--- src/sv/pbe_pkg.sv ---
// Shared types and constants of the polynomial basis expander.
`default_nettype none
package pbe_pkg;

  // Fixed-point format of coordinates and terms
  localparam int FRAC_BITS = 12;
  localparam int MAX_DIMS  = 3;

  localparam int COORD_W = 16;
  localparam int TIDX_W  = 6;
  localparam int DEG_W   = 3;
  localparam int DIMS_W  = 2;

  // Two-entry command queue between front and back
  localparam int QUEUE_DEPTH = 2;

  localparam logic signed [COORD_W-1:0] ONE     = COORD_W'(1 << FRAC_BITS);
  localparam logic signed [COORD_W-1:0] SAT_MAX = 16'sh7fff;
  localparam logic signed [COORD_W-1:0] SAT_MIN = 16'sh8000;

  // Register indexes of the configuration port
  localparam logic REG_DEGREE = 1'b0;
  localparam logic REG_DIMS   = 1'b1;

  localparam logic [DEG_W-1:0]  DEGREE_RESET = 3'd1;
  localparam logic [DIMS_W-1:0] DIMS_RESET   = 2'd3;

  typedef struct packed {
    logic signed [COORD_W-1:0] coord_0;
    logic signed [COORD_W-1:0] coord_1;
    logic signed [COORD_W-1:0] coord_2;
  } in_word_t;

  typedef struct packed {
    logic signed [COORD_W-1:0] basis_value;
    logic [TIDX_W-1:0]         term_index;
    logic                      is_last;
  } out_word_t;

  // One classified command: point plus the effective degree and dimension count
  typedef struct packed {
    in_word_t          pt;
    logic [DEG_W-1:0]  deg;
    logic [DIMS_W-1:0] dims;
  } item_t;

  // Queue status seen by front and back
  typedef struct packed {
    logic full;
    logic empty;
  } q_stat_t;

  typedef enum logic [1:0] {
    PH_IDLE,
    PH_CONST,
    PH_LIN,
    PH_DFS
  } phase_t;

endpackage
`default_nettype wire

--- src/sv/pbe_front.sv ---
// Front end: configuration registers, command acceptance and classification.
`default_nettype none
module pbe_front #(
  parameter int MAX_DEGREE = 5
) (
  input  wire logic             clk,
  input  wire logic             rst,
  input  wire logic             psel,
  input  wire logic             penable,
  input  wire logic             pwrite,
  input  wire logic [2:0]       paddr,
  input  wire logic [31:0]      pwdata,
  output logic [31:0]           prdata,
  input  wire logic             start,
  output logic                  busy,
  input  wire pbe_pkg::in_word_t point,
  input  wire pbe_pkg::q_stat_t q_stat,
  output logic                  push,
  output pbe_pkg::item_t        push_data
);

  logic [pbe_pkg::DEG_W-1:0]  degree;
  logic [pbe_pkg::DIMS_W-1:0] dims_in_use;
  logic [pbe_pkg::DEG_W-1:0]  deg_eff;
  logic [pbe_pkg::DIMS_W-1:0] dims_eff;
  logic                       held;
  logic                       accept;
  logic                       cfg_wr;

  assign cfg_wr = psel && penable && pwrite;

  always_ff @(posedge clk) begin
    if (rst) begin
      degree      <= pbe_pkg::DEGREE_RESET;
      dims_in_use <= pbe_pkg::DIMS_RESET;
    end else if (cfg_wr) begin
      if (paddr[2] == pbe_pkg::REG_DEGREE) begin
        degree <= pwdata[pbe_pkg::DEG_W-1:0];
      end else begin
        dims_in_use <= pwdata[pbe_pkg::DIMS_W-1:0];
      end
    end
  end

  always_comb begin
    if (paddr[2] == pbe_pkg::REG_DIMS) begin
      prdata = {{(32-pbe_pkg::DIMS_W){1'b0}}, dims_in_use};
    end else begin
      prdata = {{(32-pbe_pkg::DEG_W){1'b0}}, degree};
    end
  end

  // Clamp the registers into the supported range
  always_comb begin
    if (degree == '0) begin
      deg_eff = pbe_pkg::DEG_W'(1);
    end else if (degree > pbe_pkg::DEG_W'(MAX_DEGREE)) begin
      deg_eff = pbe_pkg::DEG_W'(MAX_DEGREE);
    end else begin
      deg_eff = degree;
    end
    if (dims_in_use == '0) begin
      dims_eff = pbe_pkg::DIMS_W'(1);
    end else if (dims_in_use > pbe_pkg::DIMS_W'(pbe_pkg::MAX_DIMS)) begin
      dims_eff = pbe_pkg::DIMS_W'(pbe_pkg::MAX_DIMS);
    end else begin
      dims_eff = dims_in_use;
    end
  end

  assign push   = held && !q_stat.full;
  assign busy   = held && q_stat.full;
  assign accept = start && !busy;

  always_ff @(posedge clk) begin
    if (rst) begin
      held <= 1'b0;
    end else if (accept) begin
      held <= 1'b1;
    end else if (push) begin
      held <= 1'b0;
    end
  end

  always_ff @(posedge clk) begin
    if (accept) begin
      push_data.pt   <= point;
      push_data.deg  <= deg_eff;
      push_data.dims <= dims_eff;
    end
  end

endmodule
`default_nettype wire

--- src/sv/pbe_queue.sv ---
// Small command queue between the front end and the term generator.
`default_nettype none
module pbe_queue (
  input  wire logic             clk,
  input  wire logic             rst,
  input  wire logic             push,
  input  wire pbe_pkg::item_t   push_data,
  input  wire logic             pop,
  output pbe_pkg::item_t        pop_data,
  output pbe_pkg::q_stat_t      q_stat
);

  localparam int PTR_W = $clog2(pbe_pkg::QUEUE_DEPTH);
  localparam int CNT_W = $clog2(pbe_pkg::QUEUE_DEPTH + 1);

  pbe_pkg::item_t   entries [pbe_pkg::QUEUE_DEPTH];
  logic [PTR_W-1:0] wp;
  logic [PTR_W-1:0] rp;
  logic [CNT_W-1:0] count;
  logic             do_push;
  logic             do_pop;

  assign q_stat.full  = (count == CNT_W'(pbe_pkg::QUEUE_DEPTH));
  assign q_stat.empty = (count == '0);
  assign do_push      = push && !q_stat.full;
  assign do_pop       = pop && !q_stat.empty;
  assign pop_data     = entries[rp];

  always_ff @(posedge clk) begin
    if (do_push) begin
      entries[wp] <= push_data;
    end
  end

  // Depth is a power of two, so the pointers wrap on their own
  always_ff @(posedge clk) begin
    if (rst) begin
      wp    <= '0;
      rp    <= '0;
      count <= '0;
    end else begin
      if (do_push) begin
        wp <= wp + PTR_W'(1);
      end
      if (do_pop) begin
        rp <= rp + PTR_W'(1);
      end
      if (do_push && !do_pop) begin
        count <= count + CNT_W'(1);
      end else if (do_pop && !do_push) begin
        count <= count - CNT_W'(1);
      end
    end
  end

endmodule
`default_nettype wire

--- src/sv/pbe_back.sv ---
// Term generator: walks the monomial tree and emits one term per cycle.
`default_nettype none
module pbe_back #(
  parameter int MAX_DEGREE = 5
) (
  input  wire logic             clk,
  input  wire logic             rst,
  input  wire pbe_pkg::q_stat_t q_stat,
  input  wire pbe_pkg::item_t   q_data,
  output logic                  pop,
  output logic                  term_valid,
  output pbe_pkg::out_word_t    term
);

  localparam int LVL_W = $clog2(MAX_DEGREE + 1);
  localparam int CW    = pbe_pkg::COORD_W;
  localparam int IW    = pbe_pkg::DIMS_W;

  function automatic logic signed [CW-1:0] coord_sel(input pbe_pkg::in_word_t p,
                                                     input logic [IW-1:0] i);
    logic signed [CW-1:0] r;
    case (i)
      2'd0:    r = p.coord_0;
      2'd1:    r = p.coord_1;
      default: r = p.coord_2;
    endcase
    return r;
  endfunction

  // Rescale with floor and clamp to 16 bits
  function automatic logic signed [CW-1:0] rescale(input logic signed [2*CW-1:0] p);
    logic signed [2*CW-1:0] q;
    logic signed [CW-1:0]   r;
    q = p >>> pbe_pkg::FRAC_BITS;
    if (q > 32'sd32767) begin
      r = pbe_pkg::SAT_MAX;
    end else if (q < -32'sd32768) begin
      r = pbe_pkg::SAT_MIN;
    end else begin
      r = q[CW-1:0];
    end
    return r;
  endfunction

  pbe_pkg::phase_t              phase;
  pbe_pkg::phase_t              phase_next;
  pbe_pkg::item_t               cur;
  logic [LVL_W-1:0]             lvl;
  logic [IW-1:0]                idx_cur;
  logic [IW-1:0]                idx [MAX_DEGREE+1];
  logic signed [CW-1:0]         val [MAX_DEGREE+1];
  logic signed [CW-1:0]         par;
  logic [pbe_pkg::TIDX_W-1:0]   tidx;

  logic                         emit;
  logic                         fin;
  logic signed [CW-1:0]         value;
  logic signed [CW-1:0]         coord;
  logic signed [2*CW-1:0]       prod;
  logic signed [CW-1:0]         prod_sat;
  logic [IW-1:0]                dims_last;
  logic                         leaf;
  logic                         found;
  logic [LVL_W-1:0]             tgt;
  logic [IW-1:0]                tgt_idx;
  logic signed [CW-1:0]         tgt_par;
  logic [IW-1:0]                i_new;
  logic                         load;

  assign dims_last = cur.dims - IW'(1);
  assign coord     = coord_sel(cur.pt, idx_cur);
  assign prod      = par * coord;
  assign prod_sat  = rescale(prod);
  assign leaf      = (lvl == LVL_W'(cur.deg));
  assign i_new     = idx[1] + IW'(1);

  // Deepest open ancestor level that still has a sibling to visit
  always_comb begin
    found   = 1'b0;
    tgt     = LVL_W'(1);
    tgt_idx = '0;
    tgt_par = '0;
    for (int l = 1; l < MAX_DEGREE; l++) begin
      if (LVL_W'(l) < lvl && idx[l] != dims_last) begin
        found = 1'b1;
        tgt   = LVL_W'(l);
      end
    end
    for (int l = 2; l < MAX_DEGREE; l++) begin
      if (LVL_W'(l) == tgt) begin
        tgt_idx = idx[l];
        tgt_par = val[l-1];
      end
    end
  end

  // Term output of the current step
  always_comb begin
    emit  = 1'b0;
    fin   = 1'b0;
    value = '0;
    case (phase)
      pbe_pkg::PH_CONST: begin
        emit  = 1'b1;
        value = pbe_pkg::ONE;
      end
      pbe_pkg::PH_LIN: begin
        emit  = 1'b1;
        value = coord;
        fin   = (idx_cur == dims_last) && (cur.deg == pbe_pkg::DEG_W'(1));
      end
      pbe_pkg::PH_DFS: begin
        emit  = 1'b1;
        value = prod_sat;
        fin   = leaf && (idx_cur == dims_last) && !found;
      end
      default: begin
        emit = 1'b0;
      end
    endcase
  end

  assign load = ((phase == pbe_pkg::PH_IDLE) || fin) && !q_stat.empty;
  assign pop  = load;

  always_comb begin
    phase_next = phase;
    case (phase)
      pbe_pkg::PH_IDLE: begin
        if (!q_stat.empty) begin
          phase_next = pbe_pkg::PH_CONST;
        end
      end
      pbe_pkg::PH_CONST: begin
        phase_next = pbe_pkg::PH_LIN;
      end
      pbe_pkg::PH_LIN, pbe_pkg::PH_DFS: begin
        if (fin) begin
          phase_next = q_stat.empty ? pbe_pkg::PH_IDLE : pbe_pkg::PH_CONST;
        end else if (phase == pbe_pkg::PH_LIN && idx_cur == dims_last) begin
          phase_next = pbe_pkg::PH_DFS;
        end
      end
      default: begin
        phase_next = pbe_pkg::PH_IDLE;
      end
    endcase
  end

  always_ff @(posedge clk) begin
    if (rst) begin
      phase      <= pbe_pkg::PH_IDLE;
      term_valid <= 1'b0;
    end else begin
      phase      <= phase_next;
      term_valid <= emit;
    end
  end

  always_ff @(posedge clk) begin
    term.basis_value <= value;
    term.term_index  <= tidx;
    term.is_last     <= fin;
    if (load) begin
      cur     <= q_data;
      tidx    <= '0;
      idx_cur <= '0;
    end else begin
      if (emit) begin
        tidx <= tidx + pbe_pkg::TIDX_W'(1);
      end
      if (phase == pbe_pkg::PH_LIN && !fin) begin
        if (idx_cur != dims_last) begin
          idx_cur <= idx_cur + IW'(1);
        end else begin
          // Open the tree at the first coordinate
          lvl     <= LVL_W'(2);
          idx[1]  <= '0;
          val[1]  <= cur.pt.coord_0;
          par     <= cur.pt.coord_0;
          idx_cur <= '0;
        end
      end
      if (phase == pbe_pkg::PH_DFS && !fin) begin
        val[lvl] <= prod_sat;
        idx[lvl] <= idx_cur;
        if (!leaf) begin
          lvl <= lvl + LVL_W'(1);
          par <= prod_sat;
        end else if (idx_cur != dims_last) begin
          idx_cur <= idx_cur + IW'(1);
        end else if (tgt == LVL_W'(1)) begin
          idx[1]  <= i_new;
          val[1]  <= coord_sel(cur.pt, i_new);
          par     <= coord_sel(cur.pt, i_new);
          lvl     <= LVL_W'(2);
          idx_cur <= i_new;
        end else begin
          lvl     <= tgt;
          idx_cur <= tgt_idx + IW'(1);
          par     <= tgt_par;
        end
      end
    end
  end

endmodule
`default_nettype wire

--- src/sv/polynomial_basis_expander_unit.sv ---
// Top level of the polynomial basis expander.
`default_nettype none
// Polynomial basis expander. Pulse start with a point on the point port while
// busy is low and the block emits every monomial of the complete polynomial of
// the configured degree over the configured number of coordinates: first the
// constant 1.0, then each coordinate, then the higher-degree terms in
// depth-first order, each the previous term of its branch times a coordinate,
// rescaled by flooring and saturated to signed Q3.12. Each term appears for
// exactly one cycle with term_valid high and must be taken then: there is no
// backpressure on the output side. The last term of a point has is_last set.
// A point produces C(dims + degree, degree) terms, between 2 and 56, one per
// clock cycle; the term generator, with its single 16x16 multiplier used once
// per higher-degree term, sets that rate. Commands wait in a two-entry queue
// plus a holding register in the front end, so up to three points are taken
// ahead of the generator and consecutive points come out without a gap; busy
// rises only once that buffering is full. The first term of a point accepted
// into an idle block passes the holding register, the queue, the generator
// load and the output register before it appears.
// Configuration: register 0 (byte address 0) is degree, register 1 (byte
// address 4) is dims_in_use; write them only while the block is idle.
// Out-of-range values are clamped into 1..MAX_DEGREE and 1..3.
module polynomial_basis_expander_unit #(
  parameter int MAX_DEGREE = 5
) (
  input  wire logic              clk,
  input  wire logic              rst,
  input  wire logic              psel,
  input  wire logic              penable,
  input  wire logic              pwrite,
  input  wire logic [2:0]        paddr,
  input  wire logic [31:0]       pwdata,
  output logic [31:0]            prdata,
  output logic                   pready,
  input  wire logic              start,
  output logic                   busy,
  input  wire pbe_pkg::in_word_t point,
  output logic                   term_valid,
  output pbe_pkg::out_word_t     term
);

  pbe_pkg::q_stat_t q_stat;
  pbe_pkg::item_t   push_data;
  pbe_pkg::item_t   pop_data;
  logic             push;
  logic             pop;

  // Register writes always complete in the access cycle
  assign pready = 1'b1;

  // Front end: hold the accepted word and classify it with the current config
  pbe_front #(
    .MAX_DEGREE (MAX_DEGREE)
  ) u_front (
    .clk       (clk),
    .rst       (rst),
    .psel      (psel),
    .penable   (penable),
    .pwrite    (pwrite),
    .paddr     (paddr),
    .pwdata    (pwdata),
    .prdata    (prdata),
    .start     (start),
    .busy      (busy),
    .point     (point),
    .q_stat    (q_stat),
    .push      (push),
    .push_data (push_data)
  );

  // Decouple acceptance from term generation
  pbe_queue u_queue (
    .clk       (clk),
    .rst       (rst),
    .push      (push),
    .push_data (push_data),
    .pop       (pop),
    .pop_data  (pop_data),
    .q_stat    (q_stat)
  );

  // Back end: walk the term tree, one multiply and one term per cycle
  pbe_back #(
    .MAX_DEGREE (MAX_DEGREE)
  ) u_back (
    .clk        (clk),
    .rst        (rst),
    .q_stat     (q_stat),
    .q_data     (pop_data),
    .pop        (pop),
    .term_valid (term_valid),
    .term       (term)
  );

endmodule
`default_nettype wire

--- config.mk ---
export PLATFORM = sky130hd
export DESIGN_NAME = polynomial_basis_expander_unit
export DESIGN_NICKNAME = d
export VERILOG_FILES = /design/src/sv/pbe_pkg.sv /design/src/sv/pbe_front.sv /design/src/sv/pbe_queue.sv /design/src/sv/pbe_back.sv /design/src/sv/polynomial_basis_expander_unit.sv
export SDC_FILE = /design/constraint.sdc
export NUM_CORES = 1
export LEC_CHECK = 0
export ABC_AREA = 1
export ABC_CLOCK_PERIOD_IN_PS = 8300
export BUFFER_PORTS_ARGS = -buffer_cell sky130_fd_sc_hd__buf_2
export CAP_MARGIN = 15
export CORE_ASPECT_RATIO = 1.4
export CORE_MARGIN = 5
export CORE_UTILIZATION = 45
export CTS_BUF_LIST = sky130_fd_sc_hd__clkbuf_4
export CTS_CLUSTER_DIAMETER = 150
export DETAILED_ROUTE_END_ITERATION = 10
export PLACE_DENSITY = 0.73
export REMOVE_ABC_BUFFERS = 1
export SYNTH_ARGS = -nofsm -noshare
export SYNTH_HDL_FRONTEND = slang
export SYNTH_HIERARCHICAL = 1
export SYNTH_SLANG_ARGS = --single-unit
--- constraint.sdc ---
create_clock -name clk -period 8.3 [get_ports clk]
set_input_delay 0.83 -clock clk [delete_from_list [all_inputs] [get_ports clk]]
set_output_delay 0.83 -clock clk [all_outputs]
set_load 0.02 [all_outputs]
* Word-level counts from Yosys, hierarchy flattened *
Memory sizes are Yosys's and may differ from the RTL's. A register that Yosys moved wholly into a read port is not among the register bits.
Cells that the tools add are included.

word-level totals
  memory bits (writable) = 214
  memories = 3
  register bits = 116
  bits of input ports = 89
  logic and storage cells = 182

memory list
  name             depth  width  rd ports  clocked after memory_dff  write ports  RTL line         text
  u_queue.entries  2      53     1         1                         1            pbe_queue.sv:16  pbe_pkg::item_t entries [pbe_pkg::QUEUE_DEPTH];
  u_back.val       6      16     3         0                         2            pbe_back.sv:51   logic signed [CW-1:0] val [MAX_DEGREE+1];
  u_back.idx       6      2      4         0                         2            pbe_back.sv:50   logic [IW-1:0] idx [MAX_DEGREE+1];

cells by class
  equality and inequality tests = 20
  multipliers = 1
  bitwise logic cells = 3
  add/sub/neg operators = 10
  order comparisons = 8
  mux-type cells = 72
  reduce and logical (&&, ||, !) cells = 43

operators by type and width
  kind                                                                               number
  16-bit two-way mux                                                                 17
  16-bit case mux with 2 select lines                                                2
  16-bit case mux with 3 select lines                                                1
  2-bit two-way mux                                                                  18
  16-bit by 16-bit multiplier with 32-bit output                                     1
  3-bit two-way mux                                                                  9
  1-bit two-way mux                                                                  23
  20-bit by 16-bit greater-than comparator with 1-bit output, second input constant  1
  1-bit logical AND                                                                  20
  20-bit by 16-bit less-than comparator with 1-bit output, second input constant     1
  2-bit logical NOT                                                                  5
  2-bit != test                                                                      5
  2-bit by 1-bit adder with 2-bit output, second input constant                      4
  1-bit logical NOT                                                                  7
  6-bit by 1-bit adder with 6-bit output, second input constant                      1
  2-bit by 1-bit equality test with 1-bit output, second input constant              3
  2-bit equality test, second input constant                                         3
  2-bit by 3-bit equality test with 1-bit output, first input constant               2
  3-bit by 1-bit equality test with 1-bit output, second input constant              2
  2-bit by 3-bit less-than comparator with 1-bit output, first input constant        2
  2-bit case mux with 3 select lines                                                 1
  2-bit AND reduction                                                                3
  2-bit OR reduction                                                                 3
  2-bit nonzero test                                                                 2
  other kinds (18)                                                                   21

* Logic depth before layout (Yosys ltp) *
  depth in word-level cells = 16
  depth in mapped cells = 39
  depth with buffers taken out = 37

* Modules after synthesis *
The synthesis kept the hierarchy.

by module, submodules not included
  module                          area an instance (um2)  cells an instance  sequential area each (um2)  instances
  pbe_back                        17842.1                 2026               4524.3                      1
  pbe_queue                       4325.4                  202                3283.1                      1
  pbe_front                       2150.8                  140                1711.6                      1
  polynomial_basis_expander_unit  11.3                    2                  0.0                         1

* Worst setup path before layout *
No wires, ideal clock.

  kind = register to register
  start point = register u_back.idx_cur[0]
  end point = register u_back.par[12], data pin
  library setup time = 0.257 ns
  stages on the path, launching flop included = 35
  path buffers = 2
  data arrival time = 6.972 ns
  clock period less this slack = 7.228 ns
  required time = 8.043 ns
  path slack = 1.072 ns
  path through = dfxtp_1 inv_1 ha_1 inv_1 clkbuf_1 o22ai_1 a21oi_1 nor2_1 fa_1 fa_1 inv_1 fa_1 inv_1 fa_1 inv_1 fa_1 inv_1 fa_1 ha_1 inv_1 nor3_1 nand2_1 nor2_1 nand2_1 nand2_1 nand2_1 nand2_1 nor2_1 nand2_1 nand2_4 buf_12 nand2_2 nand3_1 nand2_1 nand2_1

between the ends
  word-level cells in the longest chain between the ends = 10
  elaborated cells between the ends (all ways) = 22
  classes of those cells = 1 x mul; 2 x order compare; 3 x eq/ne; 9 x mux; 7 x reduce/logical

RTL lines
  element                                                                                                 RTL line         text
  from (decl)                                                                                             pbe_back.sv:49   logic [IW-1:0] idx_cur;
  from (signal assigned)                                                                                  pbe_back.sv:174  idx_cur <= idx_cur + IW'(1);
  from (signal assigned)                                                                                  pbe_back.sv:191  idx_cur <= idx_cur + IW'(1);
  from (signal assigned)                                                                                  pbe_back.sv:197  idx_cur <= i_new;
  parallel branches: the longest is 9 deep, another holds 16-bit by 16-bit multiplier with 32-bit output  -
  16-bit two-way mux (*)                                                                                  pbe_back.sv:184  if (phase == pbe_pkg::PH_DFS && !fin) begin
  to (signal assigned)                                                                                    pbe_back.sv:180  par <= cur.pt.coord_0;
  to (signal assigned)                                                                                    pbe_back.sv:189  par <= prod_sat;
  to (signal assigned)                                                                                    pbe_back.sv:195  par <= coord_sel(cur.pt, i_new);
  to (decl)                                                                                               pbe_back.sv:52   logic signed [CW-1:0] par;

Every way passes the cells marked *.
A chain may end at the register's enable or synchronous reset.

* Final worst setup path *
  start point = register u_back.idx_cur[1]
  end point = register, netlist name u_back/term[11]

between the ends
  word-level cells in the longest chain between the ends = 7
  elaborated cells between the ends (all ways) = 9
  classes of those cells = 1 x mul; 2 x order compare; 1 x eq/ne; 4 x mux; 1 x reduce/logical

RTL lines
  element                                                                              RTL line         text
  2-bit by 1-bit equality test with 1-bit output or 2-bit logical NOT (tied branches)  pbe_back.sv:22   case (i)
  16-bit case mux with 2 select lines (*)                                              pbe_back.sv:22
  16-bit by 16-bit multiplier with 32-bit output (*)                                   pbe_back.sv:72   assign prod = par * coord;
  20-bit by 16-bit less-than comparator with 1-bit output                              pbe_back.sv:37   end else if (q < -32'sd32768) begin
  16-bit two-way mux                                                                   pbe_back.sv:37
  16-bit two-way mux (*)                                                               pbe_back.sv:35   if (q > 32'sd32767) begin
  net u_back.prod_sat[4]                                                               pbe_back.sv:60   logic signed [CW-1:0] prod_sat;
  16-bit case mux with 3 select lines (*)                                              pbe_back.sv:102  case (phase)
  net u_back.value[4]                                                                  pbe_back.sv:57   logic signed [CW-1:0] value;

The timed path passes the listed nets; every way through them passes the cells marked *.

==> results.ini <==
[sta]
fin_crit_sh_pct=95.2
setup-tns-final_ns=0
final-setup-viol-count=0
rsz0062_at_grt=no
finalHoldViolCount=0
relSlewSlack_pct=27.1
worst_slew_pin_slew_ns=1.09
slew_viol_final=0
finClkSkew_ns=0.0432
fmax_ghz=0.127
period_minus_slack_ns=7.90

[floorplan]
fp.dieH_um=285
ios=147
die-area_um2=58900
rows=100
start_util_pct=45.5
die_width_um=207
core_um2=53400

[clocking]
cts_hold_buffers=0
path_clk_slew_ns=0.08
cts-root-buf=clkbuf_4
cts.sinks=332
cts.path.max_buffers=3
clkLatencyLatePin_ns=0.74
cts_tree=built
h-tree-depth=2
cts-buffers-inserted=61

[placement]
placed_area_um2=26300
dp_hpwl_um=47600
port-buffer-count=85
routabilityCongestion=0.958

[cells_and_area]
syn_to_final_growth_pct=11.7
multiInputGateArea_um2=12600
regArea_um2=9520
design_area_um2=27200
fill_cells=4740
drive_gt1_share_pct=17.8
nets=3022

[synth]
synth_cell_types=56
syn_inst=2370
synth_top_cell_by_area=edfxtp_1
synth.avg_cell_area_um2=10.3
async_reset_ff_share_pct=0
synth_ff_type=edfxtp_1
synthesis.area_um2=24300
synth_edf_count=287
ys_seq_area_share_pct=39.1
ys_warn_count=6
synthTopCellsByArea=edfxtp_1 35%, fa_1 21%, nand2_1 6.5%
synth_top_area_share_pct=35.4
synth-seq-cells=332

[critical_path]
end_kind=flip-flop
worst-endpoint-required_ns=8.88
worst-setup-path-type=flip-flop to flip-flop
slowest_delay_ns=0.56
start_kind=flip-flop
crit_arrival_ns=8.48
worstPathMaxFanout=15
slowest_stage=fa_1

[routing]
ant_nets=0
drt_iter0_markers=1107
wire_per_inst_um=17.6
dr_total_vias=17200
routed_wl_um=59000
avgViaCountPerCell=5.12
drcViolationCount=0
drtPass1Iterations=8

[grt]
antenna_found_initial=3
grt_max_degree=60
grt_pass1_vias=18600
track_usage_pct=20.3
grt_overflow=0
grt_first_pass_wirelength_um=94900

[status]
status=finished clean

[flow_run]
cap_violations=0

[hold_path]
hold_class=input pin to flip-flop

==> metal layers <==
layer  global-route usage [%]  vias to the layer above  routed length [um]
li1                         -                     7970                   -
met1                     22.4                     8318               20600
met2                     37.6                      676               31800
met3                     2.06                      213                2980
met4                     11.3                        0                3620
met5                        0                        -                   0
==> cell type report <==
class	instances	share of cell area, %
multi-input cells	1518	46.5
flip-flops and latches	332	35.1
inverters	437	6.06
clock inverters	22	0.557
well taps	714	3.29
clock buffers	92	2.54
diodes	3	0.0276
repair buffers	236	5.98
==> cell usage in the layout, fill, tap and decap left out, types with 6 or more instances in the layout <==
master and count:
nand2_1 420, inv_1 414, edfxtp_1 287, fa_1 261, nor2_1 215, buf_4 145
a21oi_1 113, clkbuf_4 92, buf_2 85, ha_1 84, nand3_1 62, mux2_4 50
o211ai_1 45, o21ai_0 43, dfxtp_1 43, conb_1 30, o21ai_1 28, xor2_1 27
clkinv_1 24, nand2_4 21, a221oi_1 16, inv_2 12, nand2_2 12, xnor2_1 12
o22ai_1 8, nand4_1 6, nor3_1 6
==> sequential cells by signal, indices dropped and copies added (netlist names), 3 cells and up, named ones only <==
name	flops
u_queue/entries	106
u_back/cur	53
u_front/push_data	53
u_back/val	48
u_back/term	23
u_back/par	16
u_back/idx	8
u_back/tidx	6
u_back/lvl	3
u_front/degree	3
==> stage by stage <==
step | hold WS (ns) | worst slack, ns | utilization (%) | cells
after detailed placement | 0.359 | 0.249 | 49.1 | 3235
after global routing | 0.201 | 0.0435 | 50.9 | 3354
after global placement | 0.355 | 0.345 | 49.1 | 3235
final | 0.258 | 0.402 | 50.9 | 3354
after floorplan | 0.349 | 0.981 | - | 2287
after CTS | 0.199 | 0.190 | 50.7 | 3349
==> critical path: cells and delay by family, from the launching register on <==
family | cells | cell delay (ns)
adder cells (fa/ha/maj) | 8 | 3.66
AND/OR/NAND/NOR | 12 | 1.33
buffers and inverters | 9 | 1.31
AO/OA/AOI/OAI | 6 | 1.04
flip-flops | 1 | 0.38
==> cell usage after synthesis (16+ instances only) <==
cell type,n
inv_1,417
o21ai_1,27
nand2_4,22
o21ai_0,44
nand2_1,420
buf_4,33
mux2_4,50
ha_1,86
xor2_1,27
nor2_1,218
a221oi_1,16
a21oi_1,114
clkbuf_1,45
fa_1,261
nand3_1,62
dfxtp_1,45
edfxtp_1,287
o211ai_1,45
==> final timing paths <==
check | from | endpoint | slack, ns | cells past startpoint
worst max-delay path | u_back/idx_cur[1]$_SDFF_PP0_ | u_back/term[11]$_DFF_P_ | 0.40 | 35
worst min-delay path | point[14] | u_front/push_data[19]$_DFFE_PP_ | 0.26 | 1
worst max register to register | u_back/idx_cur[1]$_SDFF_PP0_ | u_back/term[11]$_DFF_P_ | 0.40 | 35
worst min register to register | u_back/tidx[5]$_SDFFE_PP0P_ | u_back/term[6]$_DFF_P_ | 0.38 | 0
==> timing repair <==
| action | in CTS | in global routing |
|---|---|---|
| resized for setup | 0 | 13 |
| endpoints found under the setup margin | 0 | 59 |
| buffers inserted | 0 | 2 |
==> kinds of logic after synthesis <==
family	Yosys count	share of synthesized area, %
compound gates	275	6.72
xor+xnor	41	1.58
fa+ha+maj	347	25.9
buf+inv	548	9.71
flops	332	39.1
mux	53	3.22
other cells	2	0.0309
simple gates	772	13.7
Power is left out: the tool's default activity adds up to more than one toggle a clock period on the data nets, which glitch-free logic cannot reach.
